File: config.mk
export PLATFORM = sky130hd
export DESIGN_NAME = masked_byte_pattern_scanner_unit
export DESIGN_NICKNAME = d
export VERILOG_FILES = /design/src/hw/rtl/mbps_pkg.sv /design/src/hw/rtl/mbps_cell.sv /design/src/hw/rtl/masked_byte_pattern_scanner_unit.sv
export SDC_FILE = /design/constraint.sdc
export NUM_CORES = 1
export LEC_CHECK = 0
export CAP_MARGIN = 30
export CORE_ASPECT_RATIO = 0.8
export CORE_MARGIN = 5
export CORE_UTILIZATION = 40
export CTS_CLUSTER_SIZE = 20
export DETAILED_ROUTE_END_ITERATION = 7
export DONT_BUFFER_PORTS = 1
export PLACE_DENSITY = 0.61
export SLEW_MARGIN = 20
export SYNTH_ARGS = -nofsm -noshare
export SYNTH_HDL_FRONTEND = slang
export SYNTH_SLANG_ARGS = --single-unit
File: constraint.sdc
create_clock -name clk_i -period 10.75 [get_ports clk_i]
set_input_delay 1.6125 -clock clk_i [delete_from_list [all_inputs] [get_ports clk_i]]
set_output_delay 1.6125 -clock clk_i [all_outputs]
set_load 0.01 [all_outputs]
File: src/hw/rtl/mbps_pkg.sv
// mbps_pkg: shared types and constants for the masked byte pattern scanner
// no dependencies; imported by mbps_cell and masked_byte_pattern_scanner_unit
`default_nettype none

package mbps_pkg;

  localparam int unsigned CfgDataW  = 64;
  localparam int unsigned CfgIndexW = 2;
  localparam int unsigned CareW     = 16;
  localparam int unsigned LenW      = 5;
  localparam int unsigned OffsetW   = 32;
  localparam int unsigned PatBytes  = 16;

  typedef logic [7:0] byte_t;

  typedef enum logic [CfgIndexW-1:0] {
    CFG_PAT_LOW  = 2'd0,
    CFG_PAT_HIGH = 2'd1,
    CFG_CARE     = 2'd2,
    CFG_LENGTH   = 2'd3
  } cfg_index_e;

  typedef struct packed {
    logic shift;
    logic clear;
  } cell_ctrl_t;

endpackage

`default_nettype wire

File: src/hw/rtl/mbps_cell.sv
// mbps_cell: one window byte of the scanner chain and its masked compare
// depends on mbps_pkg
`default_nettype none

module mbps_cell (
  input  wire logic                  clk_i,
  input  wire logic                  rst_ni,
  input  wire mbps_pkg::cell_ctrl_t  ctrl_i,
  input  wire mbps_pkg::byte_t       byte_i,
  input  wire mbps_pkg::byte_t       exp_byte_i,
  input  wire logic                  care_i,
  input  wire logic                  active_i,
  output mbps_pkg::byte_t            byte_o,
  output logic                       hit_o
);
  import mbps_pkg::*;

  byte_t win_d, win_q;

  always_comb begin
    win_d = win_q;
    if (ctrl_i.clear) begin
      win_d = '0;
    end else if (ctrl_i.shift) begin
      win_d = byte_i;
    end
  end

  always_ff @(posedge clk_i or negedge rst_ni) begin
    if (!rst_ni) begin
      win_q <= '0;
    end else begin
      win_q <= win_d;
    end
  end

  // compare against the byte entering this cell on the current beat
  assign hit_o  = !active_i || !care_i || (byte_i == exp_byte_i);
  assign byte_o = win_q;

endmodule

`default_nettype wire

File: src/hw/rtl/masked_byte_pattern_scanner_unit.sv
// masked_byte_pattern_scanner_unit: top level, config registers, cell chain, result register
// depends on mbps_pkg and mbps_cell
//
// channel  direction  handshake                 payload
// in       sink       in_valid_i / in_stall_o   data_byte_i, region_end_i
// out      source     out_valid_o / out_stall_i found_o, match_offset_o
// cfg      sink       cfg_we_i                  cfg_index_i, cfg_data_i
//
// one byte per cycle while in_stall_o is low; the result of a beat is registered and shows in the cycle after it
// the compare is a combinational AND over the PATTERN_MAX cells of the window chain
// in_stall_o is high only while a result waits in the output register and is stalled
// reset clears the window, the byte count and the config registers to their defaults
`default_nettype none

module masked_byte_pattern_scanner_unit #(
  parameter int unsigned PATTERN_MAX = 16,
  parameter int unsigned OFFSET_BITS = 32
) (
  input  wire logic                                clk_i,
  input  wire logic                                rst_ni,
  input  wire logic                                in_valid_i,
  output logic                                     in_stall_o,
  input  wire logic [7:0]                          data_byte_i,
  input  wire logic                                region_end_i,
  output logic                                     out_valid_o,
  input  wire logic                                out_stall_i,
  output logic                                     found_o,
  output logic [mbps_pkg::OffsetW-1:0]             match_offset_o,
  input  wire logic                                cfg_we_i,
  input  wire logic [mbps_pkg::CfgIndexW-1:0]      cfg_index_i,
  input  wire logic [mbps_pkg::CfgDataW-1:0]       cfg_data_i
);
  import mbps_pkg::*;

  localparam int unsigned ExtW = (OFFSET_BITS > OffsetW) ? OFFSET_BITS : OffsetW;
  localparam logic [OFFSET_BITS-1:0] CountMax = '1;
  localparam logic [LenW-1:0] LenMax = LenW'(PATTERN_MAX);

  logic [CfgDataW-1:0] pat_low_q, pat_high_q;
  logic [CareW-1:0]    care_q;
  logic [LenW-1:0]     len_q;

  logic                   answered_d, answered_q;
  logic [OFFSET_BITS-1:0] seen_d, seen_q, seen_inc;
  logic                   out_valid_d, out_valid_q;
  logic                   found_d, found_q;
  logic [OffsetW-1:0]     offset_d, offset_q;

  logic                   in_acc;
  logic [LenW-1:0]        len_eff;
  logic [OFFSET_BITS-1:0] len_ext, diff;
  logic [ExtW-1:0]        diff_ext;
  logic                   all_hit, hit_now, miss_now;
  cell_ctrl_t             ctrl;

  byte_t                  pat_bytes [PatBytes];
  byte_t                  chain_byte [PATTERN_MAX];
  logic [PATTERN_MAX-1:0] cell_hit;

  // config registers
  always_ff @(posedge clk_i or negedge rst_ni) begin
    if (!rst_ni) begin
      pat_low_q  <= '0;
      pat_high_q <= '0;
      care_q     <= '1;
      len_q      <= LenW'(1);
    end else if (cfg_we_i) begin
      unique case (cfg_index_e'(cfg_index_i))
        CFG_PAT_LOW:  pat_low_q  <= cfg_data_i;
        CFG_PAT_HIGH: pat_high_q <= cfg_data_i;
        CFG_CARE:     care_q     <= cfg_data_i[CareW-1:0];
        CFG_LENGTH:   len_q      <= cfg_data_i[LenW-1:0];
        default: ;
      endcase
    end
  end

  for (genvar j = 0; j < 8; j++) begin : g_pat
    assign pat_bytes[j]     = pat_low_q[8*j +: 8];
    assign pat_bytes[j + 8] = pat_high_q[8*j +: 8];
  end

  assign len_eff    = (len_q > LenMax) ? LenMax : len_q;
  assign in_stall_o = out_valid_q && out_stall_i;
  assign in_acc     = in_valid_i && !in_stall_o;

  assign ctrl.shift = in_acc && !answered_q;
  assign ctrl.clear = in_acc && region_end_i;

  // cell chain, cell 0 takes the newest byte
  for (genvar k = 0; k < PATTERN_MAX; k++) begin : g_cell
    localparam logic [LenW-1:0] Pos = LenW'(k);
    logic [LenW-1:0] pidx;
    byte_t           cin;

    assign pidx = len_eff - Pos - LenW'(1);
    if (k == 0) begin : g_head
      assign cin = data_byte_i;
    end else begin : g_link
      assign cin = chain_byte[k-1];
    end

    mbps_cell u_cell (
      .clk_i      (clk_i),
      .rst_ni     (rst_ni),
      .ctrl_i     (ctrl),
      .byte_i     (cin),
      .exp_byte_i (pat_bytes[pidx[3:0]]),
      .care_i     (care_q[pidx[3:0]]),
      .active_i   (len_eff > Pos),
      .byte_o     (chain_byte[k]),
      .hit_o      (cell_hit[k])
    );
  end

  assign all_hit  = &cell_hit;
  assign seen_inc = (seen_q == CountMax) ? seen_q : seen_q + OFFSET_BITS'(1);
  assign len_ext  = OFFSET_BITS'(len_eff);
  assign diff     = seen_inc - len_ext;
  assign diff_ext = ExtW'(diff);

  assign hit_now  = (len_eff == '0) || ((seen_inc >= len_ext) && all_hit);
  assign miss_now = !hit_now && region_end_i;

  always_comb begin
    answered_d  = answered_q;
    seen_d      = seen_q;
    out_valid_d = out_valid_q;
    found_d     = found_q;
    offset_d    = offset_q;
    if (out_valid_q && !out_stall_i) begin
      out_valid_d = 1'b0;
    end
    if (ctrl.shift) begin
      seen_d = seen_inc;
      if (hit_now) begin
        answered_d  = 1'b1;
        out_valid_d = 1'b1;
        found_d     = 1'b1;
        offset_d    = (len_eff == '0) ? '0 : diff_ext[OffsetW-1:0];
      end else if (miss_now) begin
        out_valid_d = 1'b1;
        found_d     = 1'b0;
        offset_d    = '0;
      end
    end
    if (ctrl.clear) begin
      answered_d = 1'b0;
      seen_d     = '0;
    end
  end

  always_ff @(posedge clk_i or negedge rst_ni) begin
    if (!rst_ni) begin
      answered_q  <= 1'b0;
      seen_q      <= '0;
      out_valid_q <= 1'b0;
    end else begin
      answered_q  <= answered_d;
      seen_q      <= seen_d;
      out_valid_q <= out_valid_d;
    end
  end

  always_ff @(posedge clk_i) begin
    found_q  <= found_d;
    offset_q <= offset_d;
  end

  assign out_valid_o    = out_valid_q;
  assign found_o        = found_q;
  assign match_offset_o = offset_q;

  a_result_from_beat : assert property (@(posedge clk_i) disable iff (!rst_ni)
    $rose(out_valid_q) |-> $past(in_acc))
    else $error("result appeared without an accepted beat");

  a_miss_offset_zero : assert property (@(posedge clk_i) disable iff (!rst_ni)
    (out_valid_q && !found_q) |-> (offset_q == '0))
    else $error("not-found result with non-zero offset");

  a_region_clear : assert property (@(posedge clk_i) disable iff (!rst_ni)
    (in_acc && region_end_i) |=> (!answered_q && (seen_q == '0)))
    else $error("state not cleared after last beat of region");

  a_count_monotonic : assert property (@(posedge clk_i) disable iff (!rst_ni)
    (in_acc && !region_end_i) |=> (seen_q >= $past(seen_q)))
    else $error("byte count went backwards within a region");

endmodule

`default_nettype wire
==> results.sh, run 1 <==
export IMPL_start_util_pct=40.5
export IMPL_p_leak_nw=11.6
export IMPL_crit_fanout=134
export IMPL_dpl_instance_area_sq_um=27900
export IMPL_wl_per_cell_um=32.7
export IMPL_fin_crit_ns=7.39
export IMPL_path_buf_inv=3
export IMPL_finClkSkew_ns=0.0174
export IMPL_gp_congestion=1.06
export IMPL_worst_pin_slew_ns=1.08
export IMPL_drive_above_1_share_pct=14.7
export IMPL_fillers=6574
export IMPL_synth_seq_area_share_pct=31.4
export IMPL_cp_end_kind="register"
export IMPL_yosys_area_share_simple_pct=13.1
export IMPL_cts_buffers=38
export IMPL_grt_pass1_wl_mm=174
export IMPL_postSynthCellCount=2949
export IMPL_fmax_mhz=135
export IMPL_avgSynthCellArea_sq_um=9.29
export IMPL_layout_nets=2861
export IMPL_cts_buffer_depth=3
export IMPL_clk_pin_slew_ns=0.06
export IMPL_fp_row_count=85
export IMPL_synth_xor_area_share_pct=8.34
export IMPL_ys_ff_latch=336
export IMPL_async_reset_ff_share_pct=90.2
export IMPL_yosys_area_top_type="dfrtp_1"
export IMPL_dieHeight_um=244
export IMPL_maxSlewViolCount=0
export IMPL_yosys_most_used_dff="dfrtp_1"
export IMPL_arrival_ns=7.62
export IMPL_ir_worst_vdd_v=0.000130
export IMPL_postCtsHoldBufs=0
export IMPL_status="finished, final reports clean"
export IMPL_cts_sinks=336
export IMPL_finalSetupViolCount=0
export IMPL_fin_tns_setup_ns=0
export IMPL_ant_nets=0
export IMPL_via_count=25760
export IMPL_ctsResizeCount=0
export IMPL_synth_compound_area_share_pct=22.0
export IMPL_ios=115
export IMPL_synth_area_mux_share_pct=19.5
export IMPL_finalCritPeriodShare_pct=68.7
export IMPL_grt_overflow_total=0
export IMPL_place_port_buffers=0
export IMPL_finalInstanceArea_sq_um=29100
export IMPL_grt_usage_pct=31.7
export IMPL_maxSlewHeadroom_pct=26.9
export IMPL_dieWidth_um=303
export IMPL_clk_latency_ns=0.59
export IMPL_synth_top_family_by_area="compound AO/OA/AOI/OAI gates"
export IMPL_startpoint_type="register"
export IMPL_area_growth_pct=6.10
export IMPL_place_hpwl_mm=91.0
export IMPL_yosysMostFrequentCell="dfrtp_1"
export IMPL_synth_nets=3040
export IMPL_critical_path_top_delay_family="compound AO/OA/AOI/OAI gates"
export IMPL_htree_levels=2
export IMPL_die_area_sq_um=73900
export IMPL_routed_via_density=6.94
export IMPL_synth_top_cell_area_share_pct=26.1
export IMPL_hold_violations=0
export IMPL_yosys_top_cells_area="dfrtp_1, mux2i_1, mux2_2"
export IMPL_ys_top_cells_by_count="dfrtp_1, mux2i_1, nand2_1"
export IMPL_first_iter_violations=4283
export IMPL_synth_edf_count=33
export IMPL_first_pass_iters=6
export IMPL_path_cells="buf_4 > buf_12 > nand2b_1 > a21oi_1 > mux4_2 > mux2i_1 > o22ai_1 > a221oi_1 > a21oi_1 > or4_1 > nor3_2 > nand2_1 > a311oi_4 > buf_4"
export IMPL_power_density_nw_per_um2=226
export IMPL_clockRootBuffer="clkbuf_16"
export IMPL_cts_tree="done"
export IMPL_hp_class="reg -> reg"
export IMPL_core_sq_um=67600
export IMPL_worstPathRequired_ns=10.98
export IMPL_drc=0
export IMPL_yosys_area_share_adder_pct=0.566
export IMPL_rsz0062_at_grt="no"
export IMPL_ys_warnings_count=0
export IMPL_grt_max_degree=304
export IMPL_grt_antenna_before_repair=7
export IMPL_crit_slowest_cell="dfstp_4"
export IMPL_yosysUniqueCellTypes=94
export IMPL_slowest_delay_ns=0.88
export IMPL_total_power_mw=6.56
export IMPL_critPathKind="reg -> reg"
export IMPL_maxCapViolations=0
export IMPL_grt_pass1_vias=23797
export IMPL_post_cts_buffers=0
export IMPL_totalWireLength_mm=121
export IMPL_synth_area_sq_um=27400
## flip-flops by register name (all words and copies together), names as in the netlist
name	cells
found_o	1
pat_high_q	64
care_q	16
pat_low_q	64
out_valid_o	1
seen_q	32
match_offset_o	32
len_q	5
answered_q	1
g_cell.u_cell.byte_o	120
## through the flow
stage	instances	hold WS, ns	utilization (%)	worst slack [ns]
2_1_floorplan	2949	0.466	-	3.18
5_1_grt	3713	0.557	43.0	3.29
6_report	3714	0.526	43.0	3.36
3_3_place_gp	3639	0.488	41.1	3.86
3_5_place_dp	3642	0.507	41.2	3.82
4_1_cts	3711	0.520	43.0	3.81
## layer usage
metal / share of wire, % / track usage, %
met1: 41 / 44.6
met2: 40 / 44.0
met3: 14 / 11.5
met4: 5.1 / 12.6
met5: 0.030 / 0
## where the power goes
group          internal [mW]  leakage [nW]  switching [mW]  total, mW
clock network          0.727         0.589           0.554       1.28
registers               1.42          4.20           0.368       1.79
logic                   1.26          6.79            2.23       3.49
## layout make-up
type | count | area (sq um) | area share [%]
repair buffers | 55 | 438 | 1.51
clock buffers | 59 | 1130 | 3.89
flip-flops and latches | 336 | 8610 | 29.6
well taps | 913 | 1140 | 3.93
clock inverters | 10 | 77.6 | 0.267
inverters | 50 | 193 | 0.663
diodes | 2 | 5.00 | 0.0172
multi-input cells | 2289 | 17500 | 60.1
## worst min-delay path, stage by stage (launching register included)
cell and delay [ns]:
dfrtp_1 0.37, nand2_1 0.05, o21ai_0 0.06
## final timing paths
check | startpoint | end | slack, ns | depth (start not counted)
max in group asynchronous | rst_ni | g_cell[2].u_cell.byte_o[4] | 9.32 | 0
hold reg to reg | seen_q[20] | seen_q[20] | 0.53 | 2
hold / removal | seen_q[20] | seen_q[20] | 0.53 | 2
setup reg to reg | len_q[0] | match_offset_o[26] | 3.36 | 14
setup / recovery | len_q[0] | match_offset_o[26] | 3.36 | 14
min in group asynchronous | rst_ni | pat_low_q[23] | 0.73 | 0
## cell usage in the layout (no fill, tap or decap), types with 19 or more instances in the layout
cell type	synthesis	final
nand2b_1	26	25
inv_1	44	44
mux2i_1	227	226
clkbuf_16	0	38
a22o_1	129	129
a22oi_1	36	36
nand2_1	215	214
nand4_1	32	32
a31oi_1	37	37
nor4_1	22	22
buf_4	11	51
a221oi_1	24	24
o22ai_1	37	37
mux4_2	48	48
a211oi_1	31	31
nor3_1	52	50
o211ai_1	35	35
xnor2_1	148	148
and3_1	19	19
edfxtp_1	33	33
dfrtp_1	286	283
o221ai_1	36	36
o21ai_0	127	127
o22a_1	20	20
nor2_1	203	202
a21oi_1	118	118
xor2_1	113	113
nand3_1	50	50
mux2_2	176	176
nor2b_1	21	20
## logic make-up (layout without fill, tap and decap cells)
logic type,count (synthesis),in the layout
compound gates,827,827
xor+xnor,261,261
fa+ha+maj,12,12
buf+inv,324,174
flops,336,336
mux,451,451
other cells,0,2
simple gates,738,738
Power figures use the tool's default switching activity.
==> run 2: changes to the inputs <==
- ABC_AREA: default -> 1
- PLACE_DENSITY: 0.61 -> 0.63
- clock period: 10.75 -> 6.3 ns (I/O delays scaled with it)
==> results.sh, run 2 <==
export IMPL_postCtsHoldBufs=0
export IMPL_first_iter_violations=3792
export IMPL_fin_tns_setup_ns=0
export IMPL_startpoint_type="register"
export IMPL_ctsResizeCount=0
export IMPL_rsz0062_at_grt="no"
export IMPL_p_int_mw=5.35
export IMPL_synth_compound_area_share_pct=9.69
export IMPL_power_switching_mw=5.31
export IMPL_synth_area_mux_share_pct=0
export IMPL_hold_violations=0
export IMPL_mostFrequentLayoutCell="nand2_1"
export IMPL_maxCapViolations=0
export IMPL_slowest_delay_ns=0.80
export IMPL_worstPathRequired_ns=6.59
export IMPL_critPathKind="reg -> reg"
export IMPL_htree_levels=2
export IMPL_wl_per_cell_um=23.3
export IMPL_hp_class="in -> async"
export IMPL_yosys_top_cells_area="dfrtp_1, nand2_1, nand3_1"
export IMPL_grt_max_degree=304
export IMPL_grt_antenna_before_repair=4
export IMPL_synth_top_family_by_area="simple AND/OR/NAND/NOR gates"
export IMPL_area_growth_pct=8.19
export IMPL_seqPwrFrac_pct=25.2
export IMPL_drive_above_1_share_pct=4.53
export IMPL_first_pass_iters=8
export IMPL_core_sq_um=61100
export IMPL_fp_row_count=81
export IMPL_finClkSkew_ns=0.0443
export IMPL_crit_path_frequent_cell="nand2_1"
export IMPL_grt_usage_pct=31.5
export IMPL_status="finished, final reports clean"
export IMPL_path_cells="inv_2 > nand2_2 > inv_2 > ha_1 > ha_1 > buf_4 > clkinv_1 > nand3_1 > nand2_1 > xor2_1 > nand3_1 > nor2_1 > nand2_1 > nand2_1 > nand3_1 > nor2_2 > nand2_1 > nand3_1 > nand2_1 > inv_1 > buf_12"
export IMPL_cts_tree="done"
export IMPL_synth_area_sq_um=24600
export IMPL_final_cell_mix="nand2_1, nand3_1, inv_1, dfrtp_1, o21ai_0"
export IMPL_place_hpwl_mm=81.0
export IMPL_yosys_most_used_dff="dfrtp_1"
export IMPL_total_power_mw=10.7
export IMPL_yosys_area_share_adder_pct=0.589
export IMPL_ant_nets=0
export IMPL_dieWidth_um=288
export IMPL_ios=115
export IMPL_post_cts_buffers=0
export IMPL_synth_nets=3979
export IMPL_crit_slowest_cell="clkinv_1"
export IMPL_start_util_pct=40.3
export IMPL_cts_sinks=336
export IMPL_grt_pass1_wl_mm=158
export IMPL_largest_reg_flops=120
export IMPL_clk_latency_ns=0.61
export IMPL_clockRootBuffer="clkbuf_16"
export IMPL_synth_seq_area_share_pct=34.9
export IMPL_place_port_buffers=0
export IMPL_fmax_mhz=181
export IMPL_yosysMostFrequentCell="nand2_1"
export IMPL_critical_path_top_delay_family="simple AND/OR/NAND/NOR gates"
export IMPL_dieHeight_um=232
export IMPL_ys_ff_latch=336
export IMPL_via_count=26816
export IMPL_yosys_area_top_type="dfrtp_1"
export IMPL_ys_top_cells_by_count="nand2_1, nand3_1, inv_1"
export IMPL_avgSynthCellArea_sq_um=6.34
export IMPL_maxSlewViolCount=0
export IMPL_totalWireLength_mm=108
export IMPL_multi_input_area_sq_um=13600
export IMPL_clockPowerShare_pct=23.8
export IMPL_gp_congestion=1.06
export IMPL_yosysUniqueCellTypes=43
export IMPL_switching_share_pct=49.8
export IMPL_cts_buffers=41
export IMPL_fin_crit_ns=5.53
export IMPL_clk_pin_slew_ns=0.06
export IMPL_ys_warnings_count=0
export IMPL_timing_hold_ws_ns=0.0607
export IMPL_routed_via_density=5.79
export IMPL_drc=0
export IMPL_fillers=6523
export IMPL_maxSlewHeadroom_pct=34.5
export IMPL_crit_fanout=33
export IMPL_p_leak_nw=13.4
export IMPL_async_reset_ff_share_pct=90.2
export IMPL_layout_nets=3855
export IMPL_path_buf_inv=6
export IMPL_cp_end_kind="register"
export IMPL_synth_xor_area_share_pct=2.56
export IMPL_comb_power_share_pct=51.0
export IMPL_cts_buffer_depth=3
export IMPL_arrival_ns=5.82
export IMPL_synth_edf_count=33
export IMPL_ir_worst_vdd_v=0.000207
export IMPL_seqCellArea_sq_um=8600
export IMPL_yosys_area_share_simple_pct=42.1
export IMPL_die_area_sq_um=66700
export IMPL_finalSetupViolCount=0
export IMPL_synth_top_cell_area_share_pct=29.0
export IMPL_postSynthCellCount=3888
export IMPL_worst_pin_slew_ns=0.983
export IMPL_grt_pass1_vias=24459
export IMPL_grt_overflow_total=0
export IMPL_power_density_nw_per_um2=400
export IMPL_finalCritPeriodShare_pct=87.9
[run 2: path summary, 6_finish.rpt]
path | from | to | slack [ns] | depth (start not counted)
max | len_q[4] | match_offset_o[9] | 0.77 | 21
min | rst_ni | pat_low_q[55] | 0.06 | 0
max in group asynchronous | rst_ni | g_cell[2].u_cell.byte_o[6] | 5.66 | 0
max reg2reg | len_q[4] | match_offset_o[9] | 0.77 | 21
min reg2reg | pat_high_q[43] | pat_high_q[43] | 0.48 | 2
min in group clk_i | pat_high_q[43] | pat_high_q[43] | 0.48 | 2
[run 2: power by group through the flow]
stage / Clock [mW] / Sequential, mW / Combinational (mW)
finish: 2.54 / 2.68 / 5.44
global route: 2.66 / 2.70 / 5.88
CTS: 2.57 / 2.68 / 5.22
detailed placement: 0 / 2.71 / 5.20
global placement: 0 / 2.71 / 5.20
floorplan: 0 / 2.61 / 3.54
[run 2: logic make-up (layout without fill, tap and decap cells)]
group	after synthesis	after routing
buffers and inverters	642	551
AO/OA/AOI/OAI	420	420
AND/OR/NAND/NOR	2407	2407
adder cells (fa/ha/maj)	11	11
flip-flops	336	336
other	0	2
XOR/XNOR	72	72
[run 2: cell type report]
type / count / area share (%)
antenna: 2 / 0.0188
sequential: 336 / 32.2
timing repair buffer: 42 / 1.55
clock buffer: 55 / 4.27
tap: 830 / 3.89
clock inverter: 21 / 0.967
multi-input combinational: 2910 / 50.9
inverter: 433 / 6.10
[run 2: metrics by stage]
stage / setup WS (ns) / std cells / cell area, sq um / util [%]
6_report: 0.765 / 4629 / 26700 / 43.6
5_1_grt: 0.416 / 4627 / 26700 / 43.6
4_1_cts: 0.990 / 4626 / 26600 / 43.6
3_5_place_dp: 1.02 / 4550 / 25300 / 41.3
3_3_place_gp: 1.07 / 4549 / 25200 / 41.3
2_1_floorplan: 1.91 / 3888 / 24600 / -
[run 2: metal layers]
layer  track usage [%]  vias up  wire (um)
met5                 0        -         13
met4              14.5        2       5800
met2              45.2     1482      43500
li1                  -    12498          -
met1              43.8    12553      45600
met3              9.09      281      13000
